<file path="config.mk">
export PLATFORM = sky130hd
export DESIGN_NAME = space_to_tab_output_compressor_flat
export DESIGN_NICKNAME = d
export VERILOG_FILES = /design/src/hdl/stc_pkg.sv /design/src/hdl/stc_in_if.sv /design/src/hdl/stc_out_if.sv /design/src/hdl/stc_front.sv /design/src/hdl/stc_fifo.sv /design/src/hdl/stc_back.sv /design/src/hdl/space_to_tab_output_compressor.sv /design/src/flat_wrapper.sv
export SDC_FILE = /design/constraint.sdc
export NUM_CORES = 1
export LEC_CHECK = 0
export BUFFER_PORTS_ARGS = -buffer_cell sky130_fd_sc_hd__buf_2
export CAP_MARGIN = 20
export CORE_UTILIZATION = 55
export CTS_BUF_LIST = sky130_fd_sc_hd__clkbuf_4
export DETAILED_ROUTE_END_ITERATION = 6
export GPL_ROUTABILITY_DRIVEN = 0
export HOLD_SLACK_MARGIN = 0.06
export MAX_ROUTING_LAYER = met4
export PLACE_DENSITY = 0.71
export SETUP_SLACK_MARGIN = 0.1
export SYNTH_ARGS = -nofsm -noshare
export SYNTH_HDL_FRONTEND = slang
export SYNTH_SLANG_ARGS = --single-unit
</file>
<file path="constraint.sdc">
create_clock -name clk -period 3.6 [get_ports clk]
set_clock_uncertainty 0.1 [all_clocks]
set_input_delay 0.54 -clock clk [delete_from_list [all_inputs] [get_ports clk]]
set_output_delay 0.54 -clock clk [all_outputs]
set_load 0.01 [all_outputs]
</file>
<file path="src/hdl/stc_pkg.sv">
package stc_pkg;

    localparam int CHAR_IN_W   = 8;
    localparam int CHAR_W      = 7;
    localparam int PAGE_W      = 16;
    localparam int COL_W       = 16;
    localparam int CFG_DATA_W  = 16;
    localparam int CFG_IDX_W   = 2;

    localparam int MAX_PENDING = 63;
    localparam int PEND_W      = $clog2(MAX_PENDING + 1);
    localparam int TAB_WIDTH   = 8;
    localparam int TAB_W       = $clog2(TAB_WIDTH);
    localparam int GAP_W       = TAB_W + 1;

    localparam int FIFO_DEPTH  = 4;
    localparam int FIFO_AW     = $clog2(FIFO_DEPTH);
    localparam int FIFO_CW     = FIFO_AW + 1;

    // Register indexes of the configuration port.
    localparam logic [CFG_IDX_W-1:0] REG_PAGE_NUMBER  = 2'd0;
    localparam logic [CFG_IDX_W-1:0] REG_FIRST_PAGE   = 2'd1;
    localparam logic [CFG_IDX_W-1:0] REG_LAST_PAGE    = 2'd2;
    localparam logic [CFG_IDX_W-1:0] REG_PLAIN_SPACES = 2'd3;

    localparam logic [PAGE_W-1:0] PAGE_NUMBER_RST  = 16'd1;
    localparam logic [PAGE_W-1:0] FIRST_PAGE_RST   = 16'd0;
    localparam logic [PAGE_W-1:0] LAST_PAGE_RST    = 16'd9999;
    localparam logic              PLAIN_SPACES_RST = 1'b1;

    localparam logic [CHAR_W-1:0] CH_NUL = 7'd0;
    localparam logic [CHAR_W-1:0] CH_TAB = 7'd9;
    localparam logic [CHAR_W-1:0] CH_NL  = 7'd10;
    localparam logic [CHAR_W-1:0] CH_SP  = 7'd32;

    // Command kinds passed from the front to the back.
    localparam logic [1:0] KIND_SPACE = 2'd0;
    localparam logic [1:0] KIND_NL    = 2'd1;
    localparam logic [1:0] KIND_CHAR  = 2'd2;

    typedef struct packed {
        logic [PAGE_W-1:0] page_number;
        logic [PAGE_W-1:0] first_page;
        logic [PAGE_W-1:0] last_page;
        logic              plain_spaces;
    } cfg_t;

    typedef struct packed {
        logic [1:0]        kind;
        logic [CHAR_W-1:0] ch;
    } cmd_t;

    typedef struct packed {
        logic valid;
        cmd_t cmd;
    } push_t;

    typedef struct packed {
        logic empty;
        logic full;
    } fifo_stat_t;

endpackage

</file>
<file path="src/hdl/stc_in_if.sv">
interface stc_in_if;
    logic                          valid;
    logic                          ready;
    logic [stc_pkg::CHAR_IN_W-1:0] char_in;

    modport source (output valid, output char_in, input ready);
    modport sink (input valid, input char_in, output ready);
endinterface

</file>
<file path="src/hdl/stc_out_if.sv">
interface stc_out_if;
    logic                       valid;
    logic                       ready;
    logic [stc_pkg::CHAR_W-1:0] char_out;
    logic                       last;

    modport source (output valid, output char_out, output last, input ready);
    modport sink (input valid, input char_out, input last, output ready);
endinterface

</file>
<file path="src/hdl/stc_front.sv">
module stc_front (
    stc_in_if.sink             in_ch,
    input  stc_pkg::cfg_t      cfg,
    input  stc_pkg::fifo_stat_t fifo_stat,
    output stc_pkg::push_t     push
);

    logic                       in_range;
    logic [stc_pkg::CHAR_W-1:0] ch;
    logic                       accept;

    assign ch = in_ch.char_in[stc_pkg::CHAR_W-1:0];

    // A last page of zero lifts the upper bound.
    assign in_range = (cfg.page_number >= cfg.first_page) &&
                      ((cfg.last_page == '0) || (cfg.page_number <= cfg.last_page));

    assign in_ch.ready = !fifo_stat.full;
    assign accept      = in_ch.valid && in_ch.ready;

    always_comb
    begin
        push.valid   = accept && in_range && (ch != stc_pkg::CH_NUL);
        push.cmd.ch  = ch;
        case (ch)
            stc_pkg::CH_SP:
            begin
                push.cmd.kind = stc_pkg::KIND_SPACE;
            end
            stc_pkg::CH_NL:
            begin
                push.cmd.kind = stc_pkg::KIND_NL;
            end
            default:
            begin
                push.cmd.kind = stc_pkg::KIND_CHAR;
            end
        endcase
    end

endmodule

</file>
<file path="src/hdl/stc_fifo.sv">
module stc_fifo (
    input  logic                 clk,
    input  logic                 rst_n,
    input  stc_pkg::push_t       push,
    input  logic                 pop,
    output stc_pkg::cmd_t        head,
    output stc_pkg::fifo_stat_t  stat
);

    stc_pkg::cmd_t                 mem_reg [stc_pkg::FIFO_DEPTH];
    logic [stc_pkg::FIFO_AW-1:0]   wr_ptr_reg;
    logic [stc_pkg::FIFO_AW-1:0]   wr_ptr_next;
    logic [stc_pkg::FIFO_AW-1:0]   rd_ptr_reg;
    logic [stc_pkg::FIFO_AW-1:0]   rd_ptr_next;
    logic [stc_pkg::FIFO_CW-1:0]   count_reg;
    logic [stc_pkg::FIFO_CW-1:0]   count_next;
    logic                          do_push;
    logic                          do_pop;

    assign stat.empty = (count_reg == '0);
    assign stat.full  = (count_reg == stc_pkg::FIFO_CW'(stc_pkg::FIFO_DEPTH));
    assign do_push    = push.valid && !stat.full;
    assign do_pop     = pop && !stat.empty;
    assign head       = mem_reg[rd_ptr_reg];

    always_comb
    begin
        wr_ptr_next = do_push ? wr_ptr_reg + 1'b1 : wr_ptr_reg;
        rd_ptr_next = do_pop ? rd_ptr_reg + 1'b1 : rd_ptr_reg;
        count_next  = count_reg;
        if (do_push && !do_pop)
        begin
            count_next = count_reg + 1'b1;
        end
        else if (do_pop && !do_push)
        begin
            count_next = count_reg - 1'b1;
        end
    end

    always_ff @(posedge clk or negedge rst_n)
    begin
        if (!rst_n)
        begin
            wr_ptr_reg <= '0;
            rd_ptr_reg <= '0;
            count_reg  <= '0;
        end
        else
        begin
            wr_ptr_reg <= wr_ptr_next;
            rd_ptr_reg <= rd_ptr_next;
            count_reg  <= count_next;
        end
    end

    always_ff @(posedge clk)
    begin
        if (do_push)
        begin
            mem_reg[wr_ptr_reg] <= push.cmd;
        end
    end

endmodule

</file>
<file path="src/hdl/stc_back.sv">
module stc_back (
    input  logic                clk,
    input  logic                rst_n,
    input  stc_pkg::cfg_t       cfg,
    input  stc_pkg::cmd_t       head,
    input  stc_pkg::fifo_stat_t fifo_stat,
    output logic                pop,
    stc_out_if.source           out_ch
);

    logic [stc_pkg::PEND_W-1:0] pending_reg;
    logic [stc_pkg::PEND_W-1:0] pending_next;
    logic [stc_pkg::COL_W-1:0]  column_reg;
    logic [stc_pkg::COL_W-1:0]  column_next;
    logic                       out_valid_reg;
    logic                       out_valid_next;
    logic [stc_pkg::CHAR_W-1:0] char_out_reg;
    logic [stc_pkg::CHAR_W-1:0] char_out_next;
    logic                       last_reg;
    logic                       last_next;
    logic                       can_emit;
    logic                       emit;
    logic [stc_pkg::GAP_W-1:0]  gap;
    logic                       tab_fits;

    // The output register is free when empty or being taken this cycle.
    assign can_emit = !out_valid_reg || out_ch.ready;

    // Distance to the next tab stop, one to TAB_WIDTH columns.
    assign gap = stc_pkg::GAP_W'(stc_pkg::TAB_WIDTH) -
                 {1'b0, column_reg[stc_pkg::TAB_W-1:0]};
    assign tab_fits = !cfg.plain_spaces &&
                      (stc_pkg::PEND_W'(gap) <= pending_reg);

    always_comb
    begin
        pending_next  = pending_reg;
        column_next   = column_reg;
        char_out_next = char_out_reg;
        last_next     = last_reg;
        emit          = 1'b0;
        pop           = 1'b0;
        if (!fifo_stat.empty)
        begin
            case (head.kind)
                stc_pkg::KIND_SPACE:
                begin
                    pop = 1'b1;
                    if (pending_reg != stc_pkg::PEND_W'(stc_pkg::MAX_PENDING))
                    begin
                        pending_next = pending_reg + 1'b1;
                    end
                end
                stc_pkg::KIND_NL:
                begin
                    if (can_emit)
                    begin
                        pop           = 1'b1;
                        emit          = 1'b1;
                        char_out_next = stc_pkg::CH_NL;
                        last_next     = 1'b1;
                        pending_next  = '0;
                        column_next   = '0;
                    end
                end
                default:
                begin
                    if (can_emit)
                    begin
                        emit = 1'b1;
                        if (pending_reg != '0)
                        begin
                            // Release one pending space or tab per cycle while the output register is free.
                            last_next = 1'b0;
                            if (tab_fits)
                            begin
                                char_out_next = stc_pkg::CH_TAB;
                                pending_next  = pending_reg - stc_pkg::PEND_W'(gap);
                                column_next   = column_reg + stc_pkg::COL_W'(gap);
                            end
                            else
                            begin
                                char_out_next = stc_pkg::CH_SP;
                                pending_next  = pending_reg - 1'b1;
                                column_next   = column_reg + 1'b1;
                            end
                        end
                        else
                        begin
                            pop           = 1'b1;
                            char_out_next = head.ch;
                            last_next     = 1'b1;
                            column_next   = column_reg + 1'b1;
                        end
                    end
                end
            endcase
        end
        out_valid_next = emit || (out_valid_reg && !out_ch.ready);
    end

    always_ff @(posedge clk or negedge rst_n)
    begin
        if (!rst_n)
        begin
            pending_reg   <= '0;
            column_reg    <= '0;
            out_valid_reg <= 1'b0;
        end
        else
        begin
            pending_reg   <= pending_next;
            column_reg    <= column_next;
            out_valid_reg <= out_valid_next;
        end
    end

    always_ff @(posedge clk)
    begin
        char_out_reg <= char_out_next;
        last_reg     <= last_next;
    end

    assign out_ch.valid    = out_valid_reg;
    assign out_ch.char_out = char_out_reg;
    assign out_ch.last     = last_reg;

endmodule

</file>
<file path="src/hdl/space_to_tab_output_compressor.sv">
// Flow: the command queue is written at the edge that accepts an input word, and the output
// register is loaded from the queue head once it is free and earlier commands are done.
// Throughput: one input word per cycle while the four-entry command queue has room;
// a character holds the back end until its pending spaces or tabs and then itself are sent,
// one output word per cycle through the single output register while the receiver takes them.
// Reset (rst_n, asynchronous, active low) empties the queue and the output register,
// clears pending spaces and column, and loads the configuration reset values.
module space_to_tab_output_compressor (
    input  logic                            clk,
    input  logic                            rst_n,
    stc_in_if.sink                          in_ch,
    stc_out_if.source                       out_ch,
    input  logic                            cfg_we,
    input  logic [stc_pkg::CFG_IDX_W-1:0]   cfg_index,
    input  logic [stc_pkg::CFG_DATA_W-1:0]  cfg_data
);

    logic [stc_pkg::PAGE_W-1:0] page_number_reg;
    logic [stc_pkg::PAGE_W-1:0] first_page_reg;
    logic [stc_pkg::PAGE_W-1:0] last_page_reg;
    logic                       plain_spaces_reg;
    stc_pkg::cfg_t              cfg;
    stc_pkg::push_t             push;
    stc_pkg::cmd_t              head;
    stc_pkg::fifo_stat_t        fifo_stat;
    logic                       pop;

    always_ff @(posedge clk or negedge rst_n)
    begin
        if (!rst_n)
        begin
            page_number_reg  <= stc_pkg::PAGE_NUMBER_RST;
            first_page_reg   <= stc_pkg::FIRST_PAGE_RST;
            last_page_reg    <= stc_pkg::LAST_PAGE_RST;
            plain_spaces_reg <= stc_pkg::PLAIN_SPACES_RST;
        end
        else if (cfg_we)
        begin
            case (cfg_index)
                stc_pkg::REG_PAGE_NUMBER:  page_number_reg  <= cfg_data[stc_pkg::PAGE_W-1:0];
                stc_pkg::REG_FIRST_PAGE:   first_page_reg   <= cfg_data[stc_pkg::PAGE_W-1:0];
                stc_pkg::REG_LAST_PAGE:    last_page_reg    <= cfg_data[stc_pkg::PAGE_W-1:0];
                stc_pkg::REG_PLAIN_SPACES: plain_spaces_reg <= cfg_data[0];
                default:
                begin
                end
            endcase
        end
    end

    assign cfg.page_number  = page_number_reg;
    assign cfg.first_page   = first_page_reg;
    assign cfg.last_page    = last_page_reg;
    assign cfg.plain_spaces = plain_spaces_reg;

    stc_front u_front (
        .in_ch     (in_ch),
        .cfg       (cfg),
        .fifo_stat (fifo_stat),
        .push      (push)
    );

    stc_fifo u_fifo (
        .clk   (clk),
        .rst_n (rst_n),
        .push  (push),
        .pop   (pop),
        .head  (head),
        .stat  (fifo_stat)
    );

    stc_back u_back (
        .clk       (clk),
        .rst_n     (rst_n),
        .cfg       (cfg),
        .head      (head),
        .fifo_stat (fifo_stat),
        .pop       (pop),
        .out_ch    (out_ch)
    );

    // A queued command is still there, or being worked on, in the next cycle.
    a_push_not_lost: assert property (@(posedge clk) disable iff (!rst_n)
        push.valid |=> !fifo_stat.empty)
        else $error("queued command vanished");

    // Only released spaces and tabs come without the last mark.
    a_fill_chars: assert property (@(posedge clk) disable iff (!rst_n)
        (out_ch.valid && !out_ch.last) |->
            (out_ch.char_out == stc_pkg::CH_SP || out_ch.char_out == stc_pkg::CH_TAB))
        else $error("non-final word is not a space or tab");

    // A newline always closes its own run.
    a_nl_last: assert property (@(posedge clk) disable iff (!rst_n)
        (out_ch.valid && out_ch.char_out == stc_pkg::CH_NL) |-> out_ch.last)
        else $error("newline without last mark");

endmodule

</file>
<file path="src/flat_wrapper.sv">
// flat-port wrapper written by rule: the top's interface ports become plain ports
module space_to_tab_output_compressor_flat 
  (clk, rst_n, cfg_we, cfg_index, cfg_data, in_ch_valid, in_ch_char_in, in_ch_ready, out_ch_valid, out_ch_char_out, out_ch_last, out_ch_ready);
  stc_in_if in_ch_i ();
  stc_out_if out_ch_i ();
  input  logic clk;
  input  logic rst_n;
  input  logic cfg_we;
  input  logic [stc_pkg::CFG_IDX_W-1:0] cfg_index;
  input  logic [stc_pkg::CFG_DATA_W-1:0] cfg_data;
  input wire logic [$bits(in_ch_i.valid)-1:0] in_ch_valid;
  input wire logic [$bits(in_ch_i.char_in)-1:0] in_ch_char_in;
  output wire logic [$bits(in_ch_i.ready)-1:0] in_ch_ready;
  output wire logic [$bits(out_ch_i.valid)-1:0] out_ch_valid;
  output wire logic [$bits(out_ch_i.char_out)-1:0] out_ch_char_out;
  output wire logic [$bits(out_ch_i.last)-1:0] out_ch_last;
  input wire logic [$bits(out_ch_i.ready)-1:0] out_ch_ready;
  assign in_ch_i.valid = in_ch_valid;
  assign in_ch_i.char_in = in_ch_char_in;
  assign in_ch_ready = in_ch_i.ready;
  assign out_ch_valid = out_ch_i.valid;
  assign out_ch_char_out = out_ch_i.char_out;
  assign out_ch_last = out_ch_i.last;
  assign out_ch_i.ready = out_ch_ready;
  space_to_tab_output_compressor u_core (.clk(clk), .rst_n(rst_n), .in_ch(in_ch_i), .out_ch(out_ch_i), .cfg_we(cfg_we), .cfg_index(cfg_index), .cfg_data(cfg_data));
endmodule
</file>
== Word level (Yosys, flattened, before mapping) ==
Memory sizes are Yosys's and may differ from the RTL's.
Cells that the tools add are included.
Cells by class
  $lt $le $gt $ge: 3
  equal/unequal tests: 10
  bitwise operators: 2
  add/subtract/negate cells: 10
  reductions and logical operators: 35
  mux-type cells: 31
Operators by type and width (number)
  16-bit two-way mux: 4
  6-bit two-way mux: 6
  16-bit one-hot mux with 2 select lines: 1
  7-bit two-way mux: 3
  16-bit by 1-bit adder with 16-bit output, second input constant: 1
  16-bit by 4-bit adder with 16-bit output: 1
  16-bit greater-or-equal comparator: 1
  16-bit less-or-equal comparator: 1
  16-bit zero test: 1
  7-bit one-hot mux with 2 select lines: 1
  6-bit one-hot mux with 2 select lines: 1
  1-bit logical AND: 10
  1-bit two-way mux: 10
  2-bit AND reduction: 4
  7-bit by 4-bit equality test with 1-bit output, second input constant: 1
  7-bit by 6-bit equality test with 1-bit output, second input constant: 1
  1-bit zero test: 7
  7-bit nonzero test: 1
  6-bit by 1-bit adder with 6-bit output, second input constant: 1
  4-bit by 6-bit less-or-equal comparator with 1-bit output: 1
  3-bit two-way mux: 2
  6-bit inequality test, second input constant: 1
  6-bit nonzero test: 1
  6-bit by 1-bit subtractor with 6-bit output, second input constant: 1
  19 further kinds: 29
Storage, ports and cells
  output and inout port bits: 10
  RAM bits: 36
  word-level logic and storage cells: 104
  register bits: 87
  memories: 1
  input port bits: 31
Memory list
  u_core.u_fifo.mem_reg: words 4, bits a word 9, read ports 1, clocked after Yosys merged registers in 0, write ports 1, RTL line stc_fifo.sv:10  | stc_pkg::cmd_t mem_reg [stc_pkg::FIFO_DEPTH];

== Longest topological paths before layout ==
Gate-level depths: netlist of run 1.
  depth after elaboration: 10
  gate-level depth with buffers: 13
  mapped depth without buffers: 13

== Modules after synthesis ==
Synthesis of run 1 repeated with hierarchy kept, for this count alone.
Second synthesis, totals
  cell total of the unflattened synthesis: 455
  area total of the unflattened synthesis: 5785.5 um^2
By module, submodules not included
  space_to_tab_output_compressor: sequential area each 1238.7 um^2, instances 1, area each 1869.3 um^2, cells each 105
  stc_fifo: sequential area each 1256.2 um^2, instances 1, area each 1721.7 um^2, cells each 83
  stc_back: sequential area each 490.5 um^2, instances 1, area each 1260.0 um^2, cells each 137
  stc_front: sequential area each 0.0 um^2, instances 1, area each 934.6 um^2, cells each 130

== Least setup slack after synthesis of run 1 ==
No wires, ideal clock.
  path type: reg2reg
  start point: reg u_core.last_page_reg[10] (netlist name)
  end point: reg u_core.u_fifo.count_reg[2] (netlist name)
  buffers on the path: 0
  slack: 512 ps
  arrival time: 2909 ps
  data required time: 3421 ps
  clock period less this slack: 3088 ps
  cell stages (with the launch flop): 13
  setup time: 79 ps
  cell sequence: dfstp_2 -> inv_1 -> ha_1 -> nand4_1 -> or4_1 -> o21ai_0 -> o211a_2 -> ha_1 -> inv_1 -> fa_1 -> xor2_1 -> nor2_1 -> xor2_1
On the way
  longest elaborated chain between the ends: 9
  elaborated cells between the ends (all ways): 12
  classes of those cells: order compare: 1; mux: 1; reduce/logical: 10
RTL lines
  from (decl): RTL line space_to_tab_output_compressor.sv:20  | logic [stc_pkg::PAGE_W-1:0] last_page_reg;
  from (signal assigned): RTL line space_to_tab_output_compressor.sv:34  | last_page_reg <= stc_pkg::LAST_PAGE_RST;
  from (signal assigned): RTL line space_to_tab_output_compressor.sv:42  | stc_pkg::REG_LAST_PAGE: last_page_reg <= cfg_data[stc_pkg::PAGE_W-1:0];
  16-bit less-or-equal comparator or 16-bit zero test (tied branches): RTL line stc_front.sv:16  | ((cfg.last_page == '0) || (cfg.page_number <= cfg.last_page));
  1-bit logical OR *: RTL line stc_front.sv:16
  1-bit logical AND *: RTL line stc_front.sv:15  | assign in_range = (cfg.page_number >= cfg.first_page) &&
  1-bit logical AND * (2 in a row): RTL line stc_front.sv:23  | push.valid = accept && in_range && (ch != stc_pkg::CH_NUL);
  1-bit logical AND *: RTL line stc_fifo.sv:22  | assign do_push = push.valid && !stat.full;
  via u_core.u_fifo.do_push: RTL line stc_fifo.sv:17  | logic do_push;
  1-bit zero test: RTL line stc_fifo.sv:35  | else if (do_pop && !do_push)
  1-bit logical AND: RTL line stc_fifo.sv:35
  2-bit nonzero test (no source line)
  to (signal assigned): RTL line stc_fifo.sv:53  | count_reg <= count_next;
  to (decl): RTL line stc_fifo.sv:15  | logic [stc_pkg::FIFO_CW-1:0] count_reg;
Mark *: on every way through the listed nets, which the timed path passes. The rest lies on a longest branch.
A chain may end at the register's enable or synchronous reset.

== Final worst setup path of run 1 ==
  start point: reg u_core.last_page_reg[1] (netlist name)
  end point: reg u_core.u_fifo.count_reg[2] (netlist name)
Same word-level chain as after synthesis.

==> summary.md, run 1 <==
Power and ir drop
• 0.369 mV — VDD IR-drop max
• 0.00459 W — sum of internal, switching and leakage power
• 41.1% — sequential share of power
• 2.69 nW — leakage power figure
• 0.00175 W — power spent charging and discharging nets
• 0.00283 W — Internal
• 44.9% — part of the total power dissipated in combinational logic
• 13.9% — part of the power in the clock network
• 38.2% — Sw Share
• 733 nW/um^2 — total power per unit cell area

Logic synthesis
• sky130_fd_sc_hd__dfrtp_1 — most area-hungry cell type in the Yosys netlist
• sky130_fd_sc_hd__dfrtp_1 — cell with the most instances after synthesis
• 5750 um^2 — post-synthesis instance area
• 64 — distinct cell type count after synthesis
• 457 — Syn Inst Count
• 0 — synth warn
• sky130_fd_sc_hd__dfrtp_1 — Top FF cell, synth
• 51.9% — share of the yosys chip area belonging to registers
• 110 — total of flip-flops plus latches after synthesis
• 535 — syn nets
• 12.6 um^2 — post-synthesis area per instance
• 44 — Post-synth EDFFs
• 60.0% — fraction of registers with async set/reset
• sky130_fd_sc_hd__dfrtp_1 (24%), sky130_fd_sc_hd__edfxtp_1 (23%), sky130_fd_sc_hd__mux2_2 (10%) — main area contributors after synthesis
• sky130_fd_sc_hd__dfrtp_1 (56), sky130_fd_sc_hd__mux2_2 (51), sky130_fd_sc_hd__inv_1 (47) — commonest cells in the synthesized netlist
• 24.4% — area fraction of the dominant cell type after synthesis

Floorplan
• 104 um — width of the chip
• 104 um — Die H
• 9950 um^2 — core footprint
• 41 — number of top-level design ports
• 36 — Cell Rows
• 57.8% — starting utilization of the core area
• 10900 um^2 — area of the die

GRT
• 3717 — number of global-route vias before repair
• 0 — initial antenna violation count
• 0 — global-route congestion overflow total
• 22.1% — Total GRT Usage
• 44 — largest net degree at the start of global routing
• 18.3 mm — global-route wire length before repair

STA
• no — RSZ-0062 raised after global routing
• 1.02 ns — Slew @ Worst Pin
• 0 — final setup violation count
• 0.198 ns — worst hold slack across all endpoints
• 0 ns — aggregate negative setup slack
• 0 — final hold viol count
• 32.0% — relative slew slack
• 92.7% — share of the clock period used by the worst path
• 3.34 ns — post-route minimum period
• 0 — Max Slew Vio Count
• 300 MHz — Highest Clock Rate

Detailed routing
• 16.4 um — WL/cell
• 0 — post-route ant nets
• 5.64 — via density per instance
• 131 — First DRT Iteration DRCs
• 3618 — total vias in the final route
• 0 — number of DRC violations after detailed routing
• 5 — router iterations before antenna repair
• 10.5 mm — final wirelength

Placement
• 39 — input/output buffers
• 623 — Cells after DPL
• 7.69 mm — DP HPWL

Setup path
• u_core.u_fifo.count_reg[2]$_DFFE_PN0P_ — capture instance of the worst register-to-register path
• flop to flop — Critical Setup Path Class
• flop — sort of element at the end of the critical path
• flop — Startpoint Class
• 0.26 ns — setup slack of the most critical reg-to-reg path
• 3.64 ns — data arrival time at the worst-slack endpoint
• 3.91 ns — endpoint required time on the critical path
• 13 — depth of the worst register-to-register path
• 3 — crit-path max FO
• u_core.last_page_reg[1]$_DFFE_PN1P_ — launching point of the worst reg2reg path

Final layout
• 36 — max FFs per register
• 641 — Layout Cells excl Fill
• 8.86% — area delta synth->final
• 581 — final net count
• 26.8% — layout cell share with drive strength beyond 1
• 0 — number of inserted diodes

Clock network
• sky130_fd_sc_hd__clkbuf_4 — clock root buffer
• 9 — cts bufs inserted
• 110 — Clock Sink Count
• 3 — CTS H-tree depth
• yes — CTS tree
• 0.46 ns — insertion delay to the later sink of the worst-skew pair
• 0.17 ns — Reg clk slew, reported paths
• 2 — maximum count of clock buffers along a single path

Flow run
• 0 — max-capacitance violation count

Min path
• 3 — cell depth of the worst min-delay path
• input port to flop — type of the tightest min-delay check
• u_core.page_number_reg[0]$_DFFE_PN1P_ — terminating pin of the worst hold path
• cfg_data[0] — source of the worst hold timing path

Status
• finished, final reports clean — status

[placed cells by master (no fill, tap or decap), types with 3 or more instances in the layout]
master | netlist | final
sky130_fd_sc_hd__mux2i_1 | 3 | 3
sky130_fd_sc_hd__o21ai_0 | 12 | 12
sky130_fd_sc_hd__and2_1 | 6 | 6
sky130_fd_sc_hd__nand3_1 | 11 | 11
sky130_fd_sc_hd__xnor2_1 | 6 | 6
sky130_fd_sc_hd__o21a_1 | 3 | 3
sky130_fd_sc_hd__nor3_1 | 4 | 4
sky130_fd_sc_hd__a211oi_1 | 4 | 4
sky130_fd_sc_hd__mux4_2 | 4 | 4
sky130_fd_sc_hd__nand4_1 | 6 | 6
sky130_fd_sc_hd__and4_1 | 3 | 3
sky130_fd_sc_hd__a21o_1 | 3 | 3
sky130_fd_sc_hd__buf_4 | 0 | 7
sky130_fd_sc_hd__nor4_1 | 5 | 5
sky130_fd_sc_hd__nor2b_1 | 8 | 8
sky130_fd_sc_hd__inv_1 | 47 | 47
sky130_fd_sc_hd__nand2_1 | 24 | 24
sky130_fd_sc_hd__a21oi_1 | 26 | 26
sky130_fd_sc_hd__ha_1 | 45 | 45
sky130_fd_sc_hd__xor2_1 | 4 | 4
sky130_fd_sc_hd__mux4_1 | 5 | 5
sky130_fd_sc_hd__dfrtp_1 | 56 | 56
sky130_fd_sc_hd__inv_6 | 0 | 3
sky130_fd_sc_hd__o22ai_1 | 3 | 3
sky130_fd_sc_hd__buf_2 | 3 | 39
sky130_fd_sc_hd__mux2_2 | 51 | 51
sky130_fd_sc_hd__edfxtp_1 | 44 | 44
sky130_fd_sc_hd__clkbuf_4 | 0 | 9
sky130_fd_sc_hd__nor2_1 | 11 | 11
sky130_fd_sc_hd__dfstp_2 | 10 | 10
[worst max path at each step]
stage                                                        end                                    start  slack (ns)  depth (start not counted)
after floorplan           u_core.u_fifo.count_reg[2]$_DFFE_PN0P_     u_core.last_page_reg[10]$_DFFE_PN1P_        0.51                         12
after global placement    u_core.u_fifo.count_reg[2]$_DFFE_PN0P_      u_core.last_page_reg[1]$_DFFE_PN1P_        0.34                         13
after detailed placement  u_core.u_fifo.count_reg[2]$_DFFE_PN0P_      u_core.last_page_reg[1]$_DFFE_PN1P_        0.20                         13
after CTS                 u_core.u_fifo.count_reg[2]$_DFFE_PN0P_      u_core.last_page_reg[1]$_DFFE_PN1P_        0.17                         13
after global routing      u_core.u_fifo.count_reg[1]$_DFFE_PN0P_  u_core.u_fifo.rd_ptr_reg[0]$_DFFE_PN0P_        0.13                          8
final                     u_core.u_fifo.count_reg[2]$_DFFE_PN0P_      u_core.last_page_reg[1]$_DFFE_PN1P_        0.26                         13
[critical path: stages (launching register included)]
cell and delay [ns]:
sky130_fd_sc_hd__dfstp_2 0.57, sky130_fd_sc_hd__inv_1 0.04, sky130_fd_sc_hd__ha_1 0.30, sky130_fd_sc_hd__nor2b_1 0.14
sky130_fd_sc_hd__o211ai_1 0.22, sky130_fd_sc_hd__a21oi_1 0.10, sky130_fd_sc_hd__a2111oi_0 0.43, sky130_fd_sc_hd__o211a_2 0.27
sky130_fd_sc_hd__ha_1 0.18, sky130_fd_sc_hd__inv_1 0.07, sky130_fd_sc_hd__fa_1 0.43, sky130_fd_sc_hd__xor2_1 0.17
sky130_fd_sc_hd__nor2_1 0.12, sky130_fd_sc_hd__xor2_1 0.15
[layer usage]
layer	wire length (um)	track usage [%]	up-vias	part of all wire [%]
li1	-	-	1768	-
met1	5120	30.3	1783	49
met2	4960	33.9	53	47
met3	318	3.95	14	3.0
met4	129	6.84	0	1.2
met5	0	-	-	0
[power by group through the flow]
stage	Clock, W	Combinational [W]	Sequential (W)
after floorplan	0	0.00164	0.00183
after global placement	0	0.00198	0.00190
after detailed placement	0	0.00206	0.00192
after CTS	0.000655	0.00207	0.00189
after global routing	0.000709	0.00234	0.00193
final	0.000639	0.00206	0.00189
[layout make-up]
type	instances	area [um^2]
Tap cell	133	166
Multi-Input combinational cell	288	2530
Sequential cell	110	2990
Timing Repair Buffer	47	258
Clock inverter	7	76.3
Fill cell	791	3690
Clock buffer	9	67.6
Inverter	47	176
[metrics by stage]
stage                     util [%]  setup slack, ns  instance area, um^2
after CTS                     62.8            0.166                 6250
after detailed placement      61.3            0.203                 6100
after global placement        61.3            0.339                 6100
after floorplan                  -            0.512                 5750
final                         62.9            0.261                 6260
after global routing          62.9            0.128                 6260
[kinds of logic after synthesis]
logic type	count (synthesis)	synth area share (%)
buffers and inverters	59	4.18
XOR/XNOR	10	1.52
AO/OA/AOI/OAI	74	8.66
flip-flops	110	51.9
multiplexers	63	14.4
AND/OR/NAND/NOR	94	8.88
adder cells (fa/ha/maj)	47	10.5
[what timing repair did]
action                                  in CTS  in global routing
hold buffers                                 1                  0
resized for setup                            0                  0
endpoints found under the setup margin       0                  1
hold endpoints to repair                    21                  0
setup buffers                                0                  1
Note: power is estimated with default switching activity, not from simulation.
==> inputs of run 2 (changes only) <==
PLACE_DENSITY = 0.74   (was 0.71)
==> summary.md, run 2 (synthesis gave the netlist of run 1 again) <==
Min path
• input port to async pin — type of the tightest min-delay check

GRT
• 0 — global-route congestion overflow total
• 21.6% — Total GRT Usage
• 0 — initial antenna violation count
• 67 — largest net degree at the start of global routing
• 18.0 mm — global-route wire length before repair
• 3670 — number of global-route vias before repair

Clock network
• 0.19 ns — Reg clk slew, reported paths
• 2 — maximum count of clock buffers along a single path
• 0.47 ns — insertion delay to the later sink of the worst-skew pair
• 9 — cts bufs inserted
• 0 — PostCTS Resize Cnt
• yes — CTS tree
• 3 — CTS H-tree depth
• 110 — Clock Sink Count
• sky130_fd_sc_hd__clkbuf_4 — clock root buffer

Setup path
• 12 — depth of the worst register-to-register path
• u_core.u_fifo.count_reg[2]$_DFFE_PN0P_ — capture instance of the worst register-to-register path
• 3.60 ns — data arrival time at the worst-slack endpoint
• flop — sort of element at the end of the critical path
• 0.31 ns — setup slack of the most critical reg-to-reg path
• 3.91 ns — endpoint required time on the critical path
• u_core.last_page_reg[13]$_DFFE_PN1P_ — launching point of the worst reg2reg path
• 3 — crit-path max FO
• flop — Startpoint Class
• flop to flop — Critical Setup Path Class

Final layout
• 2990 um^2 — Sequential cell area
• 6240 um^2 — final standard cell area without fillers
• 8.46% — area delta synth->final
• 36 — max FFs per register
• 2530 um^2 — area of the multi-input gates
• 789 — number of fill cells in the layout
• 0 — number of inserted diodes
• sky130_fd_sc_hd__dfrtp_1 (56), sky130_fd_sc_hd__mux2_2 (51), sky130_fd_sc_hd__inv_1 (47) — leading cell types in the layout, fill and taps excluded
• 27.0% — layout cell share with drive strength beyond 1
• sky130_fd_sc_hd__dfrtp_1 — commonest non-fill, non-tap cell in the layout
• 580 — final net count

STA
• 0 — Max Slew Vio Count
• 304 MHz — Highest Clock Rate
• 0 — final setup violation count
• 37.5% — relative slew slack
• 0.934 ns — Slew @ Worst Pin
• 3.29 ns — post-route minimum period
• 91.3% — share of the clock period used by the worst path
• 0 — final hold viol count
• no — RSZ-0062 raised after global routing
• 0 ns — aggregate negative setup slack

Floorplan
• 104 um — width of the chip
• 104 um — Die H
• 10900 um^2 — area of the die
• 9950 um^2 — core footprint
• 41 — number of top-level design ports
• 36 — Cell Rows
• 57.8% — starting utilization of the core area

Detailed routing
• 5.62 — via density per instance
• 0 — number of DRC violations after detailed routing
• 4 — router iterations before antenna repair
• 3598 — total vias in the final route
• 16.3 um — WL/cell
• 10.4 mm — final wirelength
• 0 — post-route ant nets
• 134 — First DRT Iteration DRCs

Placement
• 7.61 mm — DP HPWL
• 39 — input/output buffers
• 6100 um^2 — placed standard-cell area

Flow run
• 0 — max-capacitance violation count

Power and ir drop
• 729 nW/um^2 — total power per unit cell area
• 0.338 mV — VDD IR-drop max
• 0.00455 W — sum of internal, switching and leakage power
• 2.67 nW — leakage power figure

Status
• finished, final reports clean — status

## run 2: changes by cell type in the layout (fill, tap and decap cells not counted), sizes merged
cell         before  now
clkinvlp          0    2
inv              51   52
bufinv            1    0
dlygate4sd3       1    0
clkinv            2    0
## run 2: layout make-up
type | instances | share of cell area, %
timing repair buffer | 46 | 3.97
multi-input combinational | 288 | 40.6
inverter | 47 | 2.83
tap | 133 | 2.67
clock buffer | 9 | 1.08
clock inverter | 7 | 1.02
sequential | 110 | 47.9
## run 2: metrics by stage
step	hold WS, ns	setup slack (ns)	util (%)	instances
5_1_grt	0.183	0.164	62.7	640
4_1_cts	0.149	0.205	62.6	639
2_1_floorplan	0.144	0.512	-	457
6_report	0.123	0.314	62.7	640
3_5_place_dp	0.395	0.229	61.3	623
3_3_place_gp	0.385	0.337	61.3	623
## run 2: power breakdown
part	total, W	internal [W]	switching [W]
registers	0.00187	0.00164	0.000235
logic	0.00208	0.000975	0.00110
clock network	0.000601	0.000159	0.000441
total	0.00455	0.00277	0.00178
## run 2: how the worst max path moves through the flow
stage | startpoint | endpoint | slack, ns | depth (start not counted)
after detailed placement | u_core.last_page_reg[13]$_DFFE_PN1P_ | u_core.u_fifo.count_reg[2]$_DFFE_PN0P_ | 0.23 | 12
after global routing | u_core.last_page_reg[13]$_DFFE_PN1P_ | u_core.u_fifo.count_reg[2]$_DFFE_PN0P_ | 0.16 | 12
after CTS | u_core.last_page_reg[13]$_DFFE_PN1P_ | u_core.u_fifo.count_reg[2]$_DFFE_PN0P_ | 0.20 | 12
after global placement | u_core.last_page_reg[13]$_DFFE_PN1P_ | u_core.u_fifo.count_reg[2]$_DFFE_PN0P_ | 0.34 | 12
after floorplan | u_core.last_page_reg[10]$_DFFE_PN1P_ | u_core.u_fifo.count_reg[2]$_DFFE_PN0P_ | 0.51 | 12
final | u_core.last_page_reg[13]$_DFFE_PN1P_ | u_core.u_fifo.count_reg[2]$_DFFE_PN0P_ | 0.31 | 12
## run 2: critical path, cell delays in order, from the launching register on
cell and delay [ns]:
sky130_fd_sc_hd__dfstp_2 0.57, sky130_fd_sc_hd__inv_1 0.04, sky130_fd_sc_hd__ha_1 0.32, sky130_fd_sc_hd__nand4_1 0.12, sky130_fd_sc_hd__or4_1 0.55, sky130_fd_sc_hd__o21ai_0 0.18, sky130_fd_sc_hd__o211a_2 0.24, sky130_fd_sc_hd__ha_1 0.18
sky130_fd_sc_hd__inv_1 0.06, sky130_fd_sc_hd__fa_1 0.42, sky130_fd_sc_hd__xor2_1 0.17, sky130_fd_sc_hd__nor2_1 0.13, sky130_fd_sc_hd__xor2_1 0.16
## run 2: metal layers
metal  share of wire [%]  GRT usage (%)
met1                  49           30.0
met3                 3.1           3.01
met2                  46           32.0
met5                   0              -
met4                 2.3           9.29
## run 2: what timing repair did
action | 4_1_cts | 5_1_grt
setup buffers | 0 | 1
setup endpoints to repair | 0 | 1
hold buffers | 0 | 0
==> inputs of run 3 (changes only) <==
CORE_MARGIN = 4   (was unset)
RECOVER_POWER = 100   (was unset)
==> summary.md, run 3 (synthesis gave the netlist of run 1 again) <==
Flow run
• 0 — max-capacitance violation count

Clock network
• yes — CTS tree
• 110 — Clock Sink Count
• 2 — maximum count of clock buffers along a single path
• 0.16 ns — Reg clk slew, reported paths
• 0.48 ns — insertion delay to the later sink of the worst-skew pair
• 9 — cts bufs inserted
• 3 — CTS H-tree depth
• sky130_fd_sc_hd__clkbuf_4 — clock root buffer

STA
• 0 — final setup violation count
• 0 — final hold viol count
• 92.5% — share of the clock period used by the worst path
• 1.35 ns — Slew @ Worst Pin
• 0 ns — aggregate negative setup slack
• 3.33 ns — post-route minimum period
• 0 — Max Slew Vio Count
• 9.68% — relative slew slack
• 0.217 ns — worst hold slack across all endpoints
• no — RSZ-0062 raised after global routing
• 300 MHz — Highest Clock Rate

Final layout
• sky130_fd_sc_hd__dfrtp_1 (56), sky130_fd_sc_hd__mux2_2 (51), sky130_fd_sc_hd__inv_1 (47) — leading cell types in the layout, fill and taps excluded
• 21.2% — layout cell share with drive strength beyond 1
• 0 — number of inserted diodes
• 6200 um^2 — final standard cell area without fillers
• 870 — number of fill cells in the layout
• 7.75% — area delta synth->final
• 645 — Layout Cells excl Fill
• 582 — final net count
• 36 — max FFs per register
• sky130_fd_sc_hd__dfrtp_1 — commonest non-fill, non-tap cell in the layout

Setup path
• 2 — crit path buf inv count
• inv_1 -> ha_1 -> nand4_1 -> or4_1 -> a21oi_1 -> a2111oi_2 -> o211a_2 -> ha_1 -> inv_1 -> fa_1 -> mux2_2 — CP cell instances
• flop — Startpoint Class
• adder cells — cell family contributing the most delay on the critical path
• u_core.u_fifo.count_reg[1]$_DFFE_PN0P_ — capture instance of the worst register-to-register path
• u_core.last_page_reg[13]$_DFFE_PN1P_ — launching point of the worst reg2reg path
• 0.27 ns — setup slack of the most critical reg-to-reg path
• 3.60 ns — data arrival time at the worst-slack endpoint
• flop — sort of element at the end of the critical path
• sky130_fd_sc_hd__dfstp_1 — Slowest cell on crit path
• flop to flop — Critical Setup Path Class
• 11 — Critical Path Stages
• 11 — depth of the worst register-to-register path
• 3.86 ns — endpoint required time on the critical path
• 0.57 ns — delay of the slowest cell on the worst path
• 4 — crit-path max FO

GRT
• 18.3 mm — global-route wire length before repair
• 20.1% — Total GRT Usage
• 0 — initial antenna violation count
• 0 — global-route congestion overflow total
• 3786 — number of global-route vias before repair
• 44 — largest net degree at the start of global routing

Min path
• u_core.page_number_reg[0]$_DFFE_PN1P_ — terminating pin of the worst hold path
• cfg_data[0] — source of the worst hold timing path
• input port to flop — type of the tightest min-delay check
• 3 — cell depth of the worst min-delay path

Detailed routing
• 0 — number of DRC violations after detailed routing
• 5.67 — via density per instance
• 0 — post-route ant nets
• 10.8 mm — final wirelength
• 135 — First DRT Iteration DRCs
• 4 — router iterations before antenna repair
• 3658 — total vias in the final route
• 16.7 um — WL/cell

Power and ir drop
• 727 nW/um^2 — total power per unit cell area
• 0.00450 W — sum of internal, switching and leakage power
• 2.61 nW — leakage power figure
• 0.350 mV — VDD IR-drop max

Floorplan
• 56.2% — starting utilization of the core area
• 12200 um^2 — area of the die
• 110 um — Die H
• 41 — number of top-level design ports
• 10200 um^2 — core footprint
• 110 um — width of the chip
• 37 — Cell Rows

Status
• finished, final reports clean — status

Placement
• 39 — input/output buffers
• 6100 um^2 — placed standard-cell area
• 626 — Cells after DPL
• 7.98 mm — DP HPWL

==> run 3: per-layer routing <==
| metal | GRT usage, % | share of wire (%) | vias up | routed length [um] |
|---|---|---|---|---|
| met2 | 32.8 | 50 | 41 | 5400 |
| met1 | 26.0 | 46 | 1825 | 4980 |
| met5 | - | 0 | - | 0 |
| met3 | 3.55 | 2.6 | 12 | 281 |
| met4 | 5.89 | 1.3 | 0 | 144 |
| li1 | - | - | 1780 | - |
==> run 3: worst register-to-register path, delay by kind of cell (launching register included) <==
kind | cells | cell delay (ns)
compound gates | 3 | 0.56
fa+ha+maj | 3 | 0.94
buf+inv | 2 | 0.15
flops | 1 | 0.57
mux | 1 | 0.27
simple gates | 2 | 0.65
==> run 3: report_power, final <==
part | internal, W | switching, W
combinational | 0.000941 | 0.00110
sequential | 0.00164 | 0.000248
clock | 0.000162 | 0.000415
total | 0.00274 | 0.00176
==> run 3: worst max-delay path by stage <==
stage	start	to	slack, ns
2_1_floorplan	u_core.last_page_reg[10]$_DFFE_PN1P_	u_core.u_fifo.count_reg[2]$_DFFE_PN0P_	0.51
3_3_place_gp	u_core.last_page_reg[1]$_DFFE_PN1P_	u_core.u_fifo.count_reg[2]$_DFFE_PN0P_	0.37
3_5_place_dp	u_core.last_page_reg[1]$_DFFE_PN1P_	u_core.u_fifo.count_reg[2]$_DFFE_PN0P_	0.23
4_1_cts	u_core.last_page_reg[1]$_DFFE_PN1P_	u_core.u_fifo.count_reg[2]$_DFFE_PN0P_	0.19
5_1_grt	u_core.last_page_reg[13]$_DFFE_PN1P_	u_core.u_fifo.count_reg[2]$_DFFE_PN0P_	0.07
6_report	u_core.last_page_reg[13]$_DFFE_PN1P_	u_core.u_fifo.count_reg[1]$_DFFE_PN0P_	0.27
==> run 3: final cells by class <==
cell class	count	area, um^2	area share, %
Clock buffer	10	75.1	1.21
Clock inverter	6	50.0	0.808
Inverter	47	176	2.85
Multi-Input combinational cell	288	2520	40.6
Sequential cell	110	2990	48.2
Tap cell	136	170	2.75
Timing Repair Buffer	48	223	3.59
==> run 3: stage by stage <==
step / utilization, % / worst slack (ns)
5_1_grt: 60.6 / 0.0673
3_3_place_gp: 59.6 / 0.368
2_1_floorplan: - / 0.512
3_5_place_dp: 59.6 / 0.226
4_1_cts: 61.0 / 0.188
6_report: 60.6 / 0.269
==> run 3: what timing repair did <==
item | in CTS | in global routing
hold buffers | 1 | 0
resized for setup | 0 | 2
endpoints found under the setup margin | 0 | 2
hold endpoints to repair | 20 | 0
buffers inserted | 0 | 2
